$ cat config.mk
export PLATFORM = sky130hd
export DESIGN_NAME = serial_frame_parser
export DESIGN_NICKNAME = d
export VERILOG_FILES = /design/src/design/sfp_pkg.sv /design/src/design/sfp_front.sv /design/src/design/sfp_fifo.sv /design/src/design/sfp_back.sv /design/src/design/serial_frame_parser.sv
export VERILOG_INCLUDE_DIRS = /design/src /design/src/design
export SDC_FILE = /design/constraint.sdc
export NUM_CORES = 1
export LEC_CHECK = 0
export BUFFER_PORTS_ARGS = -buffer_cell sky130_fd_sc_hd__buf_4
export CORE_ASPECT_RATIO = 0.8
export CORE_MARGIN = 1.5
export CORE_UTILIZATION = 59
export DETAILED_ROUTE_END_ITERATION = 12
export HOLD_SLACK_MARGIN = 0.08
export PLACE_DENSITY = 0.76
export SLEW_MARGIN = 20
export SYNTH_ARGS = -nofsm -noshare
export SYNTH_HDL_FRONTEND = slang
export SYNTH_SLANG_ARGS = --single-unit
export TNS_END_PERCENT = 20
$ cat constraint.sdc
create_clock -name clk -period 7.9 [get_ports clk]
set_input_delay 0.395 -clock clk [delete_from_list [all_inputs] [get_ports clk]]
set_output_delay 0.395 -clock clk [all_outputs]
set_load 0.05 [all_outputs]
$ cat src/design/serial_frame_parser_defines.svh
// ---------------------------------------------------------------------------
// serial_frame_parser_defines
// Assertion macros shared by the frame parser modules.
// ---------------------------------------------------------------------------
`ifndef SERIAL_FRAME_PARSER_DEFINES_SVH
`define SERIAL_FRAME_PARSER_DEFINES_SVH

`ifndef SYNTHESIS

// antecedent holds, consequent holds in the same cycle
`define SFP_ASSERT_IMPLIES(lbl, clk, rst, ante, cons) \
  lbl: assert property (@(posedge clk) disable iff (rst) (ante) |-> (cons)) \
    else $error("serial_frame_parser: assertion failed");

// antecedent holds, consequent holds in the next cycle
`define SFP_ASSERT_NEXT(lbl, clk, rst, ante, cons) \
  lbl: assert property (@(posedge clk) disable iff (rst) (ante) |=> (cons)) \
    else $error("serial_frame_parser: assertion failed");

`else

`define SFP_ASSERT_IMPLIES(lbl, clk, rst, ante, cons)
`define SFP_ASSERT_NEXT(lbl, clk, rst, ante, cons)

`endif

`endif

$ cat src/design/sfp_pkg.sv
// ---------------------------------------------------------------------------
// sfp_pkg
// Types and constants shared by the serial frame parser modules.
// ---------------------------------------------------------------------------
package sfp_pkg;

  localparam int MAX_PAYLOAD_DEFAULT = 16;
  localparam int QUEUE_DEPTH_DEFAULT = 2;
  localparam int HEAD_BYTES          = 6;

  localparam logic [7:0] START_ONE    = 8'h5A;
  localparam logic [7:0] START_TWO    = 8'hA5;
  localparam logic [7:0] KIND_CONTROL = 8'h55;
  localparam logic [7:0] KIND_STATUS  = 8'hAA;
  localparam logic [7:0] LEN_MIN      = 8'd5;
  localparam logic [7:0] LEN_OVERHEAD = 8'd4;

  localparam int CFG_INDEX_W = 3;
  localparam int CFG_DATA_W  = 64;

  typedef enum logic [CFG_INDEX_W-1:0] {
    CFG_XOR_MODE = 3'd0,
    CFG_IDS_0    = 3'd1,
    CFG_IDS_1    = 3'd2,
    CFG_IDS_2    = 3'd3,
    CFG_IDS_3    = 3'd4
  } sfp_cfg_index_t;

  typedef struct packed {
    logic                   en;
    logic [CFG_INDEX_W-1:0] index;
    logic [CFG_DATA_W-1:0]  data;
  } sfp_cfg_wr_t;

  // one classified byte on its way from front to back
  typedef struct packed {
    logic [7:0] rx_byte;
    logic       start_one;
    logic       start_two;
    logic       len_ok;
    logic       kind_control;
    logic       kind_status;
    logic       id_ok;
  } sfp_item_t;

  typedef struct packed {
    logic        is_status_frame;
    logic [7:0]  frame_ident;
    logic [7:0]  sequence_count;
    logic [7:0]  received_sum;
    logic        sum_ok;
    logic [4:0]  payload_length;
    logic [47:0] payload_head;
    logic [31:0] good_frames_total;
    logic [31:0] bad_frames_total;
  } sfp_result_t;

endpackage

$ cat src/design/sfp_front.sv
// ---------------------------------------------------------------------------
// sfp_front
// Byte intake: classifies each received byte and holds the ID accept mask.
// ---------------------------------------------------------------------------
module sfp_front #(
  parameter int MAX_PAYLOAD = sfp_pkg::MAX_PAYLOAD_DEFAULT
) (
  input  logic                clk,
  input  logic                rst,
  input  sfp_pkg::sfp_cfg_wr_t cfg,
  input  logic                rx_valid,
  output logic                rx_ready,
  input  logic [7:0]          rx_byte,
  output logic                q_valid,
  input  logic                q_ready,
  output sfp_pkg::sfp_item_t  q_item
);
  import sfp_pkg::*;

  localparam logic [8:0] LEN_MAX = 9'(4 + MAX_PAYLOAD);

  logic [63:0] accept_ids [4];

  always_ff @(posedge clk) begin
    if (rst) begin
      for (int i = 0; i < 4; i++) begin
        accept_ids[i] <= '1;
      end
    end else if (cfg.en) begin
      case (cfg.index)
        CFG_IDS_0: accept_ids[0] <= cfg.data;
        CFG_IDS_1: accept_ids[1] <= cfg.data;
        CFG_IDS_2: accept_ids[2] <= cfg.data;
        CFG_IDS_3: accept_ids[3] <= cfg.data;
        default: ;
      endcase
    end
  end

  always_comb begin
    q_item.rx_byte      = rx_byte;
    q_item.start_one    = (rx_byte == START_ONE);
    q_item.start_two    = (rx_byte == START_TWO);
    q_item.len_ok       = (rx_byte >= LEN_MIN) && ({1'b0, rx_byte} <= LEN_MAX);
    q_item.kind_control = (rx_byte == KIND_CONTROL);
    q_item.kind_status  = (rx_byte == KIND_STATUS);
    q_item.id_ok        = accept_ids[rx_byte[7:6]][rx_byte[5:0]];
  end

  assign q_valid  = rx_valid;
  assign rx_ready = q_ready;

endmodule

$ cat src/design/sfp_fifo.sv
// ---------------------------------------------------------------------------
// sfp_fifo
// Short queue of classified bytes between the front and the back.
// ---------------------------------------------------------------------------
`include "serial_frame_parser_defines.svh"

module sfp_fifo #(
  parameter int DEPTH = sfp_pkg::QUEUE_DEPTH_DEFAULT
) (
  input  logic               clk,
  input  logic               rst,
  input  logic               push_valid,
  output logic               push_ready,
  input  sfp_pkg::sfp_item_t push_item,
  output logic               pop_valid,
  input  logic               pop_ready,
  output sfp_pkg::sfp_item_t pop_item
);
  import sfp_pkg::*;

  // user keeps depth a power of two so pointers wrap on their own; unenforced
  localparam int PTR_W = (DEPTH > 1) ? $clog2(DEPTH) : 1;
  localparam int CNT_W = $clog2(DEPTH + 1);

  sfp_item_t        entries [DEPTH];
  logic [PTR_W-1:0] wr_ptr;
  logic [PTR_W-1:0] rd_ptr;
  logic [CNT_W-1:0] count;
  logic             push;
  logic             pop;

  assign push_ready = (count != CNT_W'(DEPTH));
  assign pop_valid  = (count != '0);
  assign pop_item   = entries[rd_ptr];
  assign push       = push_valid && push_ready;
  assign pop        = pop_valid && pop_ready;

  always_ff @(posedge clk) begin
    if (push) begin
      entries[wr_ptr] <= push_item;
    end
  end

  always_ff @(posedge clk) begin
    if (rst) begin
      wr_ptr <= '0;
      rd_ptr <= '0;
      count  <= '0;
    end else begin
      if (push) begin
        wr_ptr <= wr_ptr + 1'b1;
      end
      if (pop) begin
        rd_ptr <= rd_ptr + 1'b1;
      end
      case ({push, pop})
        2'b10:   count <= count + 1'b1;
        2'b01:   count <= count - 1'b1;
        default: count <= count;
      endcase
    end
  end

  `SFP_ASSERT_IMPLIES(a_count_bound, clk, rst, 1'b1, count <= CNT_W'(DEPTH))
  `SFP_ASSERT_IMPLIES(a_ptr_gap, clk, rst, DEPTH > 1, (wr_ptr - rd_ptr) == PTR_W'(count))
  `SFP_ASSERT_NEXT(a_push_only, clk, rst, push && !pop, count == CNT_W'($past(count) + 1'b1))

endmodule

$ cat src/design/sfp_back.sv
// ---------------------------------------------------------------------------
// sfp_back
// Frame state machine: running checksum, payload capture, frame counters
// and the result register.
// ---------------------------------------------------------------------------
`include "serial_frame_parser_defines.svh"

module sfp_back #(
  parameter int MAX_PAYLOAD = sfp_pkg::MAX_PAYLOAD_DEFAULT
) (
  input  logic                 clk,
  input  logic                 rst,
  input  sfp_pkg::sfp_cfg_wr_t cfg,
  input  logic                 q_valid,
  output logic                 q_ready,
  input  sfp_pkg::sfp_item_t   q_item,
  output logic                 res_valid,
  input  logic                 res_ready,
  output sfp_pkg::sfp_result_t res
);
  import sfp_pkg::*;

  localparam int IDX_W = $clog2(MAX_PAYLOAD + 1);

  typedef enum logic [7:0] {
    S_START_ONE = 8'b0000_0001,
    S_START_TWO = 8'b0000_0010,
    S_LENGTH    = 8'b0000_0100,
    S_TYPE      = 8'b0000_1000,
    S_IDENT     = 8'b0001_0000,
    S_PAYLOAD   = 8'b0010_0000,
    S_COUNT     = 8'b0100_0000,
    S_SUM       = 8'b1000_0000
  } state_t;

  state_t           state;
  state_t           state_next;
  logic             xor_mode;
  logic [7:0]       length_byte;
  logic             type_is_status;
  logic [7:0]       ident_byte;
  logic [7:0]       count_byte;
  logic [7:0]       running_sum;
  logic [IDX_W-1:0] payload_index;
  logic [IDX_W-1:0] index_inc;
  logic [7:0]       payload_store [HEAD_BYTES];
  logic [31:0]      good_total;
  logic [31:0]      bad_total;
  logic             fire;
  logic [7:0]       b;
  logic [7:0]       folded;
  logic [7:0]       folded_first;
  logic             payload_done;
  logic             sum_match;

  // only the checksum byte has to wait for a free result register
  assign q_ready      = !res_valid || res_ready || (state != S_SUM);
  assign fire         = q_valid && q_ready;
  assign b            = q_item.rx_byte;
  assign folded       = xor_mode ? (running_sum ^ b) : (running_sum + b);
  assign folded_first = b;
  assign index_inc    = payload_index + 1'b1;
  assign payload_done = 8'(index_inc) >= (length_byte - LEN_OVERHEAD);
  assign sum_match    = (running_sum == b);

  always_ff @(posedge clk) begin
    if (rst) begin
      xor_mode <= 1'b0;
    end else if (cfg.en && cfg.index == CFG_XOR_MODE) begin
      xor_mode <= cfg.data[0];
    end
  end

  always_comb begin
    state_next = state;
    case (state)
      S_START_ONE: if (q_item.start_one) state_next = S_START_TWO;
      S_START_TWO: state_next = q_item.start_two ? S_LENGTH : S_START_ONE;
      S_LENGTH:    state_next = q_item.len_ok ? S_TYPE : S_START_ONE;
      S_TYPE: begin
        state_next = (q_item.kind_control || q_item.kind_status) ? S_IDENT : S_START_ONE;
      end
      S_IDENT:     state_next = q_item.id_ok ? S_PAYLOAD : S_START_ONE;
      S_PAYLOAD:   if (payload_done) state_next = S_COUNT;
      S_COUNT:     state_next = S_SUM;
      S_SUM:       state_next = S_START_ONE;
      default:     state_next = S_START_ONE;
    endcase
  end

  always_ff @(posedge clk) begin
    if (rst) begin
      state      <= S_START_ONE;
      good_total <= '0;
      bad_total  <= '0;
      res_valid  <= 1'b0;
    end else begin
      if (fire && state == S_SUM) begin
        res_valid <= 1'b1;
      end else if (res_ready) begin
        res_valid <= 1'b0;
      end
      if (fire) begin
        state <= state_next;
        if (state == S_SUM) begin
          if (sum_match) begin
            good_total <= good_total + 1'b1;
          end else begin
            bad_total <= bad_total + 1'b1;
          end
        end
      end
    end
  end

  // frame fields, written before they are read in every frame
  always_ff @(posedge clk) begin
    if (fire) begin
      case (state)
        S_START_ONE: begin
          if (q_item.start_one) begin
            length_byte    <= '0;
            type_is_status <= 1'b0;
            ident_byte     <= '0;
            count_byte     <= '0;
            payload_index  <= '0;
            running_sum    <= folded_first;
            for (int i = 0; i < HEAD_BYTES; i++) begin
              payload_store[i] <= '0;
            end
          end
        end
        S_START_TWO: begin
          if (q_item.start_two) running_sum <= folded;
        end
        S_LENGTH: begin
          if (q_item.len_ok) begin
            length_byte <= b;
            running_sum <= folded;
          end
        end
        S_TYPE: begin
          if (q_item.kind_control || q_item.kind_status) begin
            type_is_status <= q_item.kind_status;
            running_sum    <= folded;
          end
        end
        S_IDENT: begin
          if (q_item.id_ok) begin
            ident_byte  <= b;
            running_sum <= folded;
          end
        end
        S_PAYLOAD: begin
          // bytes past the head are summed but not kept
          if (payload_index < IDX_W'(HEAD_BYTES)) begin
            payload_store[payload_index[2:0]] <= b;
          end
          payload_index <= index_inc;
          running_sum   <= folded;
        end
        S_COUNT: begin
          count_byte  <= b;
          running_sum <= folded;
        end
        default: ;
      endcase
    end
  end

  always_ff @(posedge clk) begin
    if (fire && state == S_SUM) begin
      res.is_status_frame   <= type_is_status;
      res.frame_ident       <= ident_byte;
      res.sequence_count    <= count_byte;
      res.received_sum      <= b;
      res.sum_ok            <= sum_match;
      res.payload_length    <= 5'(length_byte - LEN_OVERHEAD);
      res.payload_head      <= {payload_store[5], payload_store[4], payload_store[3],
                                payload_store[2], payload_store[1], payload_store[0]};
      res.good_frames_total <= sum_match ? (good_total + 1'b1) : good_total;
      res.bad_frames_total  <= sum_match ? bad_total : (bad_total + 1'b1);
    end
  end

  `SFP_ASSERT_NEXT(a_sum_emits, clk, rst, fire && state == S_SUM, res_valid)
  `SFP_ASSERT_IMPLIES(a_index_in_frame, clk, rst, state == S_PAYLOAD,
                      8'(payload_index) < (length_byte - LEN_OVERHEAD))
  `SFP_ASSERT_IMPLIES(a_totals_match, clk, rst, res_valid,
                      res.good_frames_total == good_total && res.bad_frames_total == bad_total)

endmodule

$ cat src/design/serial_frame_parser.sv
// ---------------------------------------------------------------------------
// serial_frame_parser
// Hunts serial byte streams for framed messages and reports each frame.
// ---------------------------------------------------------------------------
// Bytes enter on rx_byte with rx_valid/rx_ready; each completed frame leaves
// as one result on out_valid/out_ready, on the transfer of its checksum byte.
// Framing: 0x5A 0xA5, length, type (0x55/0xAA), ID, length-4 payload bytes,
// count byte, checksum byte. Bad length, type or masked ID drops the frame
// silently. cfg_write_en/cfg_index/cfg_data set the checksum mode (index 0)
// and the four 64-bit ID accept masks (indexes 1..4); write only when idle.
// Throughput is one byte per cycle while the back is not stalled at a
// checksum byte: the front classifies a byte in the transfer cycle, a
// QUEUE_DEPTH entry queue holds it, and the back state machine folds it
// into the running sum. With no stall, the checksum byte is first written
// into the queue; its pop by the back loads the result and sets out_valid.
// Reset clears the hunt, the counters, the mode (additive) and sets all masks
// to accept every ID. When out_ready is low the result register holds; the
// back keeps folding bytes up to the next checksum byte and stalls there,
// then the queue fills and rx_ready drops.
// ---------------------------------------------------------------------------
module serial_frame_parser #(
  parameter int MAX_PAYLOAD = sfp_pkg::MAX_PAYLOAD_DEFAULT,
  parameter int QUEUE_DEPTH = sfp_pkg::QUEUE_DEPTH_DEFAULT
) (
  input  logic                             clk,
  input  logic                             rst,
  input  logic                             cfg_write_en,
  input  logic [sfp_pkg::CFG_INDEX_W-1:0]  cfg_index,
  input  logic [sfp_pkg::CFG_DATA_W-1:0]   cfg_data,
  input  logic                             rx_valid,
  output logic                             rx_ready,
  input  logic [7:0]                       rx_byte,
  output logic                             out_valid,
  input  logic                             out_ready,
  output logic                             is_status_frame,
  output logic [7:0]                       frame_ident,
  output logic [7:0]                       sequence_count,
  output logic [7:0]                       received_sum,
  output logic                             sum_ok,
  output logic [4:0]                       payload_length,
  output logic [47:0]                      payload_head,
  output logic [31:0]                      good_frames_total,
  output logic [31:0]                      bad_frames_total
);
  import sfp_pkg::*;

  sfp_cfg_wr_t cfg;
  sfp_item_t   front_item;
  sfp_item_t   back_item;
  sfp_result_t res;
  logic        front_valid;
  logic        front_ready;
  logic        back_valid;
  logic        back_ready;

  assign cfg.en    = cfg_write_en;
  assign cfg.index = cfg_index;
  assign cfg.data  = cfg_data;

  sfp_front #(
    .MAX_PAYLOAD(MAX_PAYLOAD)
  ) u_front (
    .clk      (clk),
    .rst      (rst),
    .cfg      (cfg),
    .rx_valid (rx_valid),
    .rx_ready (rx_ready),
    .rx_byte  (rx_byte),
    .q_valid  (front_valid),
    .q_ready  (front_ready),
    .q_item   (front_item)
  );

  sfp_fifo #(
    .DEPTH(QUEUE_DEPTH)
  ) u_fifo (
    .clk        (clk),
    .rst        (rst),
    .push_valid (front_valid),
    .push_ready (front_ready),
    .push_item  (front_item),
    .pop_valid  (back_valid),
    .pop_ready  (back_ready),
    .pop_item   (back_item)
  );

  sfp_back #(
    .MAX_PAYLOAD(MAX_PAYLOAD)
  ) u_back (
    .clk       (clk),
    .rst       (rst),
    .cfg       (cfg),
    .q_valid   (back_valid),
    .q_ready   (back_ready),
    .q_item    (back_item),
    .res_valid (out_valid),
    .res_ready (out_ready),
    .res       (res)
  );

  assign is_status_frame   = res.is_status_frame;
  assign frame_ident       = res.frame_ident;
  assign sequence_count    = res.sequence_count;
  assign received_sum      = res.received_sum;
  assign sum_ok            = res.sum_ok;
  assign payload_length    = res.payload_length;
  assign payload_head      = res.payload_head;
  assign good_frames_total = res.good_frames_total;
  assign bad_frames_total  = res.bad_frames_total;

endmodule
==> impl_metrics.csv, run 1 <==
group,metric,value,unit
die,initial_core_util,0.6007,
global_route,grt_pass1_vias,15117,
drt,vias_per_cell,5.743,
place,post-place-ws,3.571,ns
global_route,grt_max_degree,84,
global_route,overflow,0,
logic_synthesis,synthFlopType,"edfxtp_1",
drt,ant_nets,0,
timing,fin_ws,3.560,ns
drt,wire_per_inst,20.47,um
logic_synthesis,ys_ff_latch,592,
cts,cts_root_buffer,"clkbuf_16",
worst_setup_path,slowest_stage,"dfxtp_1",
logic_synthesis,netlist.area_leader.share,0.6094,
timing,fin_skew,0.01159,ns
timing,relSlewSlack,0.2558,
cts,cts_max_level,2,
finish,finalNetCount,2137,
finish,final_cells,2633,
outcome,violations,"design-rule violations",
cts,cts_tree,"yes",
worst_setup_path,cp.required,8.33,ns
global_route,grt_pass1_wl,83.70,mm
finish,layout-drive-gt1-share,0.2222,
hold_path,hold-path-endpoint,"u_front.accept_ids[2][6]",
worst_setup_path,r2r_end,"u_back.good_total[28]",
timing,hold_violations,0,
die,io_pins,225,
worst_setup_path,crit_buf_inv,2,
timing,fmax,230.4,MHz
place,hpwl,32.08,mm
finish,utilization,0.6984,
timing,setup_viol_count_final,0,
die,fp-row-count,67,
drt,wirelength,53.90,mm
worst_setup_path,start_kind,"register",
logic_synthesis,synth.most_common_cell,"edfxtp_1",
logic_synthesis,ys_types,59,
logic_synthesis,ys_top_cells_by_area,"edfxtp_1 (61%), dfxtp_1 (6.3%), mux4_2 (5.6%)",
worst_setup_path,critPathTopFamily,"simple AND/OR/NAND/NOR gates",
worst_setup_path,max_stage_delay,0.86,ns
pwr,ir_drop,0.0001926,V
cts,clock_latency,0.58,ns
timing,holdWs,0.1014,ns
place,routabilityCongestion,0.8357,
drt,drt-initial-drc-count,1321,
logic_synthesis,ys_warn_count,0,
outcome,status,"finished, violations left",
logic_synthesis,avgSynthCellArea,13.91,um^2
logic_synthesis,synthCells,1818,
place,io_buffers,224,
worst_setup_path,crit_fanout,15,
logic_synthesis,synth_async_sr_flop_share,0,
hold_path,hold_class,"in -> reg",
cts,cts.sinks,592,
finish,synthToLayoutAreaGrowth,16.26,%
drt,drt_first_pass_iters,10,
pwr,power_density,242.8,mW/mm^2
logic_synthesis,synth_fp_nets,1916,
cts,cts_made_buffers,54,
timing,slew_violations,0,
worst_setup_path,endpoint_kind,"register",
logic_synthesis,synth_enable_flop_cells,513,
worst_setup_path,cpMostUsedCell,"nor4_1",
worst_setup_path,crit_type,"reg -> reg",
timing,rsz0062_at_grt,"no",
cts,clk_pin_slew,0.06,ns
logic_synthesis,yosysSeqAreaShare,0.6719,
timing,tightest_slew,1.114,ns
global_route,antenna_found_initial,4,
logic_synthesis,syn-cell-area,0.02528,mm^2
die,die_y,188.1,um
finish,fillers,2898,
worst_setup_path,arrival,4.77,ns
drt,vias,15121,
timing,fin_crit,4.340,ns
timing,finalCritPeriodShare,0.5494,
pwr,leakagePower,9.975,nW
worst_setup_path,rrSetupSlack,3.56,ns
job,cap_violations,0,
timing,fin_tns_setup,0,ns
logic_synthesis,yosysTopAreaCell,"edfxtp_1",
hold_path,whs_path_depth,2,
cts,cts_buffer_depth,3,
worst_setup_path,crit_chain,"mux2i_1, buf_4, inv_1, ha_1, nor4_1, nand2_1, nor4_1, nand4_1, nor3_1, xnor2_1, nor2_1",
drt,remaining_drc_errors,16,
global_route,grt_use_total,0.2468,
die,die_area,0.04411,mm^2
logic_synthesis,synthTopCellsByCount,"edfxtp_1 (513), nor2_1 (183), nand2b_1 (142), clkbuf_1 (96), dfxtp_1 (79)",
die,core,0.04208,mm^2
die,die_x,234.4,um
worst_setup_path,reg2reg_depth,11,
hold_path,holdCritStartpoint,"cfg_data[6]",
place,place_inst,2502,
-- where the power goes --
group	internal, mW	leakage, nW	switching [mW]
logic	0.335	3.74	0.538
clock network	1.38	0.809	1.09
registers	3.69	5.42	0.105
-- layer usage --
layer	vias up	wire [um]	global-route usage
li1	7049	-	-
met1	7508	22300	0.3348
met2	480	27050	0.4192
met3	80	3392	0.03695
met4	4	1138	0.06369
met5	-	23	0
-- worst reg2reg max path, cell delays in order (launching register included) --
cell and delay [ns]:
dfxtp_1 0.86, mux2i_1 0.29, buf_4 0.22, inv_1 0.08, ha_1 0.35, nor4_1 0.42, nand2_1 0.17, nor4_1 0.75
nand4_1 0.49, nor3_1 0.35, xnor2_1 0.16, nor2_1 0.06
-- per-stage QoR --
stage / area, um^2 / power, mW
floorplan: 25280 / 4.419
global placement: 27400 / 4.675
detailed placement: 27410 / 4.715
CTS: 29390 / 7.183
global route: 29390 / 7.407
finish: 29390 / 7.137
-- cell families (layout without fill, tap and decap cells) --
kind of cell,Yosys count,after routing,share of synthesized area
compound gates,111,111,0.02821
xor+xnor,136,136,0.04712
fa+ha+maj,18,18,0.009206
buf+inv,140,401,0.02158
flops,592,592,0.6719
mux,96,96,0.06983
other cells,0,2,0
simple gates,725,725,0.1521
-- worst max-delay path by stage --
| stage | from | to | slack [ns] | depth (start not counted) |
|---|---|---|---|---|
| final | register | u_back.good_total[28] | 3.56 | 11 |
| after detailed placement | register | u_back.good_total[28] | 3.57 | 11 |
| after global placement | register | u_back.good_total[29] | 3.71 | 11 |
| after CTS | register | u_back.good_total[28] | 3.54 | 11 |
| after floorplan | u_back.state[3] | u_back.bad_total[13] | 1.61 | 8 |
| after global routing | register | u_back.good_total[28] | 3.25 | 11 |
-- registers in the layout, summed over array words and instances, names as in the netlist, 2 cells and up, named ones only --
signal and cells:
u_back.state 8, u_back.res 102, u_back.bad_total 32, u_back.payload_index 5, u_front.accept_ids 256, u_back.count_byte 8
u_fifo.entries 28, u_back.ident_byte 8, u_back.length_byte 8, payload_head 41, u_back.payload_store 48, u_back.good_total 32
u_back.running_sum 8, u_fifo.count 2
-- placed cells by master, fill, tap and decap left out, drive strengths merged, types with 6 or more instances in the layout --
| cell | synthesis | final |
|---|---|---|
| o21ai | 25 | 25 |
| and3 | 14 | 14 |
| nand3b | 8 | 8 |
| nor4 | 8 | 8 |
| nor2b | 10 | 10 |
| nand4 | 20 | 20 |
| mux2i | 30 | 30 |
| mux4 | 63 | 63 |
| buf | 16 | 244 |
| dfxtp | 79 | 79 |
| inv | 28 | 28 |
| nor2 | 183 | 183 |
| nand2b | 142 | 142 |
| dlygate4sd3 | 0 | 33 |
| or2 | 66 | 66 |
| nand3 | 39 | 39 |
| a21oi | 36 | 36 |
| xnor2 | 69 | 69 |
| xor2 | 67 | 67 |
| clkinv | 0 | 24 |
| or3 | 76 | 76 |
| nand2 | 77 | 77 |
| nand4b | 9 | 9 |
| nor3 | 57 | 57 |
| ha | 17 | 17 |
| edfxtp | 513 | 513 |
| clkbuf | 96 | 70 |
| a22oi | 6 | 6 |
-- area by class of cell --
cell class / instances / area, um^2 / share of cell area
Sequential cell: 592 / 16990 / 0.5779
Multi-Input combinational cell: 1086 / 7787 / 0.2650
Timing Repair Buffer: 277 / 2162 / 0.07356
Clock buffer: 70 / 1485 / 0.05053
Tap cell: 552 / 690.7 / 0.02350
Clock inverter: 26 / 163.9 / 0.005577
Inverter: 28 / 110.1 / 0.003746
Antenna cell: 2 / 5.005 / 0.0001703
-- repair_timing --
item | 4_1_cts | 5_1_grt
hold buffers | 33 | 0
buffers inserted | 0 | 0
endpoints found under the hold margin | 79 | 0
resized for setup | 0 | 0
No activity file was read; power rests on OpenSTA's default activity.
==> run 2: changes to the inputs <==
Settings changed: ABC_AREA set to 1, CORE_UTILIZATION 59 to 54, PLACE_DENSITY 0.76 to 0.73.
Clock period 7.9 ns to 3.6 ns, I/O delays scaled along.
==> impl_metrics.csv, run 2 <==
group,metric,value,unit
die,core,0.04829,mm^2
cts,cts_root_buffer,"clkbuf_16",
drt,wirelength,66.14,mm
place,post-place-ws,0.5041,ns
worst_setup_path,r2r_end,"u_back.bad_total[14]",
finish,synthToLayoutAreaGrowth,19.26,%
worst_setup_path,crit_type,"reg -> reg",
logic_synthesis,synth_async_sr_flop_share,0,
logic_synthesis,synthCells,2746,
worst_setup_path,cpMostUsedCell,"inv_1",
place,routabilityCongestion,0.9262,
cts,cts_max_level,2,
timing,fin_crit,3.105,ns
timing,slew_violations,0,
logic_synthesis,synth_enable_flop_cells,513,
die,fp-row-count,72,
worst_setup_path,crit_fanout,47,
worst_setup_path,crit_buf_inv,6,
die,die_x,249.9,um
cts,cts_tree,"yes",
worst_setup_path,endpoint_kind,"register",
global_route,grt_use_total,0.2597,
die,io_pins,225,
logic_synthesis,synthFlopType,"edfxtp_1",
logic_synthesis,synth.most_common_cell,"nand2_1",
logic_synthesis,ys_types,39,
hold_path,holdCritStartpoint,"rst",
timing,setup_viol_count_final,0,
cts,clk_pin_slew,0.07,ns
drt,vias,19870,
die,die_area,0.05012,mm^2
global_route,antenna_found_initial,3,
pwr,ir_drop,0.0004431,V
pwr,total_power,16.74,mW
drt,wire_per_inst,17.81,um
timing,fin_skew,0.02993,ns
logic_synthesis,ys_top_cells_by_area,"edfxtp_1 (58%), nand2_1 (12%), dfxtp_1 (6.0%)",
outcome,status,"completed",
global_route,grt_pass1_wl,102.9,mm
timing,relSlewSlack,0.2851,
drt,remaining_drc_errors,0,
worst_setup_path,start_kind,"register",
global_route,grt_max_degree,103,
logic_synthesis,syn-cell-area,0.02634,mm^2
finish,largestRegisters,"u_front.accept_ids: 256 flops, u_back.res: 102 flops, u_back.payload_store: 48 flops",
finish,largest_reg_flops,256,
worst_setup_path,max_stage_delay,0.39,ns
cts,cts_buffer_depth,3,
drt,drt_first_pass_iters,5,
logic_synthesis,netlist.area_leader.share,0.5849,
timing,holdWs,0.1930,ns
die,die_y,200.5,um
timing,hold_violations,0,
cts,clock_latency,0.63,ns
finish,layout-drive-gt1-share,0.1223,
logic_synthesis,ys_ff_latch,592,
logic_synthesis,synthTopCellsByCount,"nand2_1 (858), edfxtp_1 (513), inv_1 (376), nor2_1 (238), nand3_1 (135)",
worst_setup_path,reg2reg_depth,16,
worst_setup_path,crit_chain,"inv_2, or2_2, o21ai_1, inv_1, ha_1, inv_1, nand4_1, nor4_1, nand2_2, inv_2, buf_12, nor2_1, nand2_1, nand2_1, o21ai_0, inv_1",
worst_setup_path,critPathTopFamily,"simple AND/OR/NAND/NOR gates",
pwr,leakagePower,12.72,nW
hold_path,hold_class,"in -> reg",
cts,cts.sinks,592,
global_route,overflow,0,
drt,vias_per_cell,5.350,
pwr,power_density,532.9,mW/mm^2
timing,fin_tns_setup,0,ns
logic_synthesis,yosysSeqAreaShare,0.6449,
worst_setup_path,cp.required,4.10,ns
finish,utilization,0.6505,
logic_synthesis,yosysTopAreaCell,"edfxtp_1",
place,io_buffers,224,
worst_setup_path,slowest_stage,"nand2_2",
finish,top_register,"u_front.accept_ids",
job,cap_violations,0,
place,hpwl,40.38,mm
drt,ant_nets,0,
timing,rsz0062_at_grt,"no",
timing,fin_ws,0.4947,ns
timing,tightest_slew,1.072,ns
hold_path,hold-path-endpoint,"u_back.res_valid",
logic_synthesis,ys_warn_count,0,
finish,mostFrequentLayoutCell,"nand2_1",
timing,fmax,322.0,MHz
cts,post_cts_resized,0,
logic_synthesis,synth_fp_nets,2844,
finish,final_cell_mix,"nand2_1 (854), edfxtp_1 (513), inv_1 (375), buf_4 (250), nor2_1 (230)",
cts,cts_made_buffers,57,
timing,finalCritPeriodShare,0.8626,
worst_setup_path,arrival,3.61,ns
global_route,grt_pass1_vias,19138,
die,initial_core_util,0.5455,
logic_synthesis,avgSynthCellArea,9.592,um^2
finish,finalNetCount,3133,
drt,drt-initial-drc-count,1732,
hold_path,whs_path_depth,2,
worst_setup_path,rrSetupSlack,0.49,ns
==> run 2: cell count changes after synthesis, sizes merged, moves of 29 or more <==
cell | before | now
nor2 | 183 | 238
mux4 | 63 | 0
inv | 28 | 379
nand2b | 142 | 0
or2 | 66 | 12
or3 | 76 | 0
nand2 | 77 | 859
xnor2 | 69 | 2
o21ai | 25 | 127
a21oi | 36 | 106
nand3 | 39 | 135
nor3 | 57 | 28
==> run 2: repair_timing <==
| item | 4_1_cts | 5_1_grt |
|---|---|---|
| hold endpoints to repair | 285 | 0 |
| hold buffers | 77 | 0 |
| setup buffers | 0 | 0 |
==> run 2: cell type report <==
type                    count  area [um^2]
diodes                      3        7.507
clock buffers              75         1545
clock inverters            31        241.5
fillers                  3740        16870
inverters                 384         1446
multi-input cells        1663         7551
flip-flops and latches    592        16990
well taps                 629        787.0
repair buffers            337         2848
==> run 2: through the flow <==
stage / std cells / cell area (um^2)
final: 3714 / 31410
after global routing: 3713 / 31410
after CTS: 3711 / 31410
after detailed placement: 3528 / 28850
after global placement: 3528 / 28840
after floorplan: 2746 / 26340
==> run 2: report_power, final <==
part / total [mW] / switching, mW / internal [mW]
clock: 5.78 / 2.61 / 3.17
combinational: 2.52 / 1.71 / 0.806
sequential: 8.44 / 0.237 / 8.20
==> run 2: worst max-delay path by stage <==
stage,from,end,slack (ns),cells after the start
global placement,register,u_back.good_total[14],0.62,16
CTS,register,u_back.good_total[14],0.50,16
finish,register,u_back.bad_total[14],0.49,16
floorplan,u_back.state[0],payload_head[0],0.07,7
detailed placement,register,u_back.good_total[14],0.50,16
global route,register,u_back.good_total[15],0.23,16
==> run 2: cells by family after synthesis <==
kind of cell               count (synthesis)  synth area share
AOI/OAI and AO/OA                        264           0.05273
xor gates and xnor gates                  50           0.01691
adders and majority gates                 18          0.008836
and+or+nand+nor                         1329            0.2047
buffers and inverters                    491           0.07116
DFF                                      592            0.6449
muxes                                      2         0.0007601
==> run 2: routing by layer <==
metal | vias to the layer above | share of wire | GRT usage
met2 | 880 | 0.49 | 0.4366
met3 | 123 | 0.077 | 0.03644
met1 | 9342 | 0.41 | 0.3540
met5 | - | 0.00020 | 0
met4 | 2 | 0.024 | 0.07426
li1 | 9523 | - | -
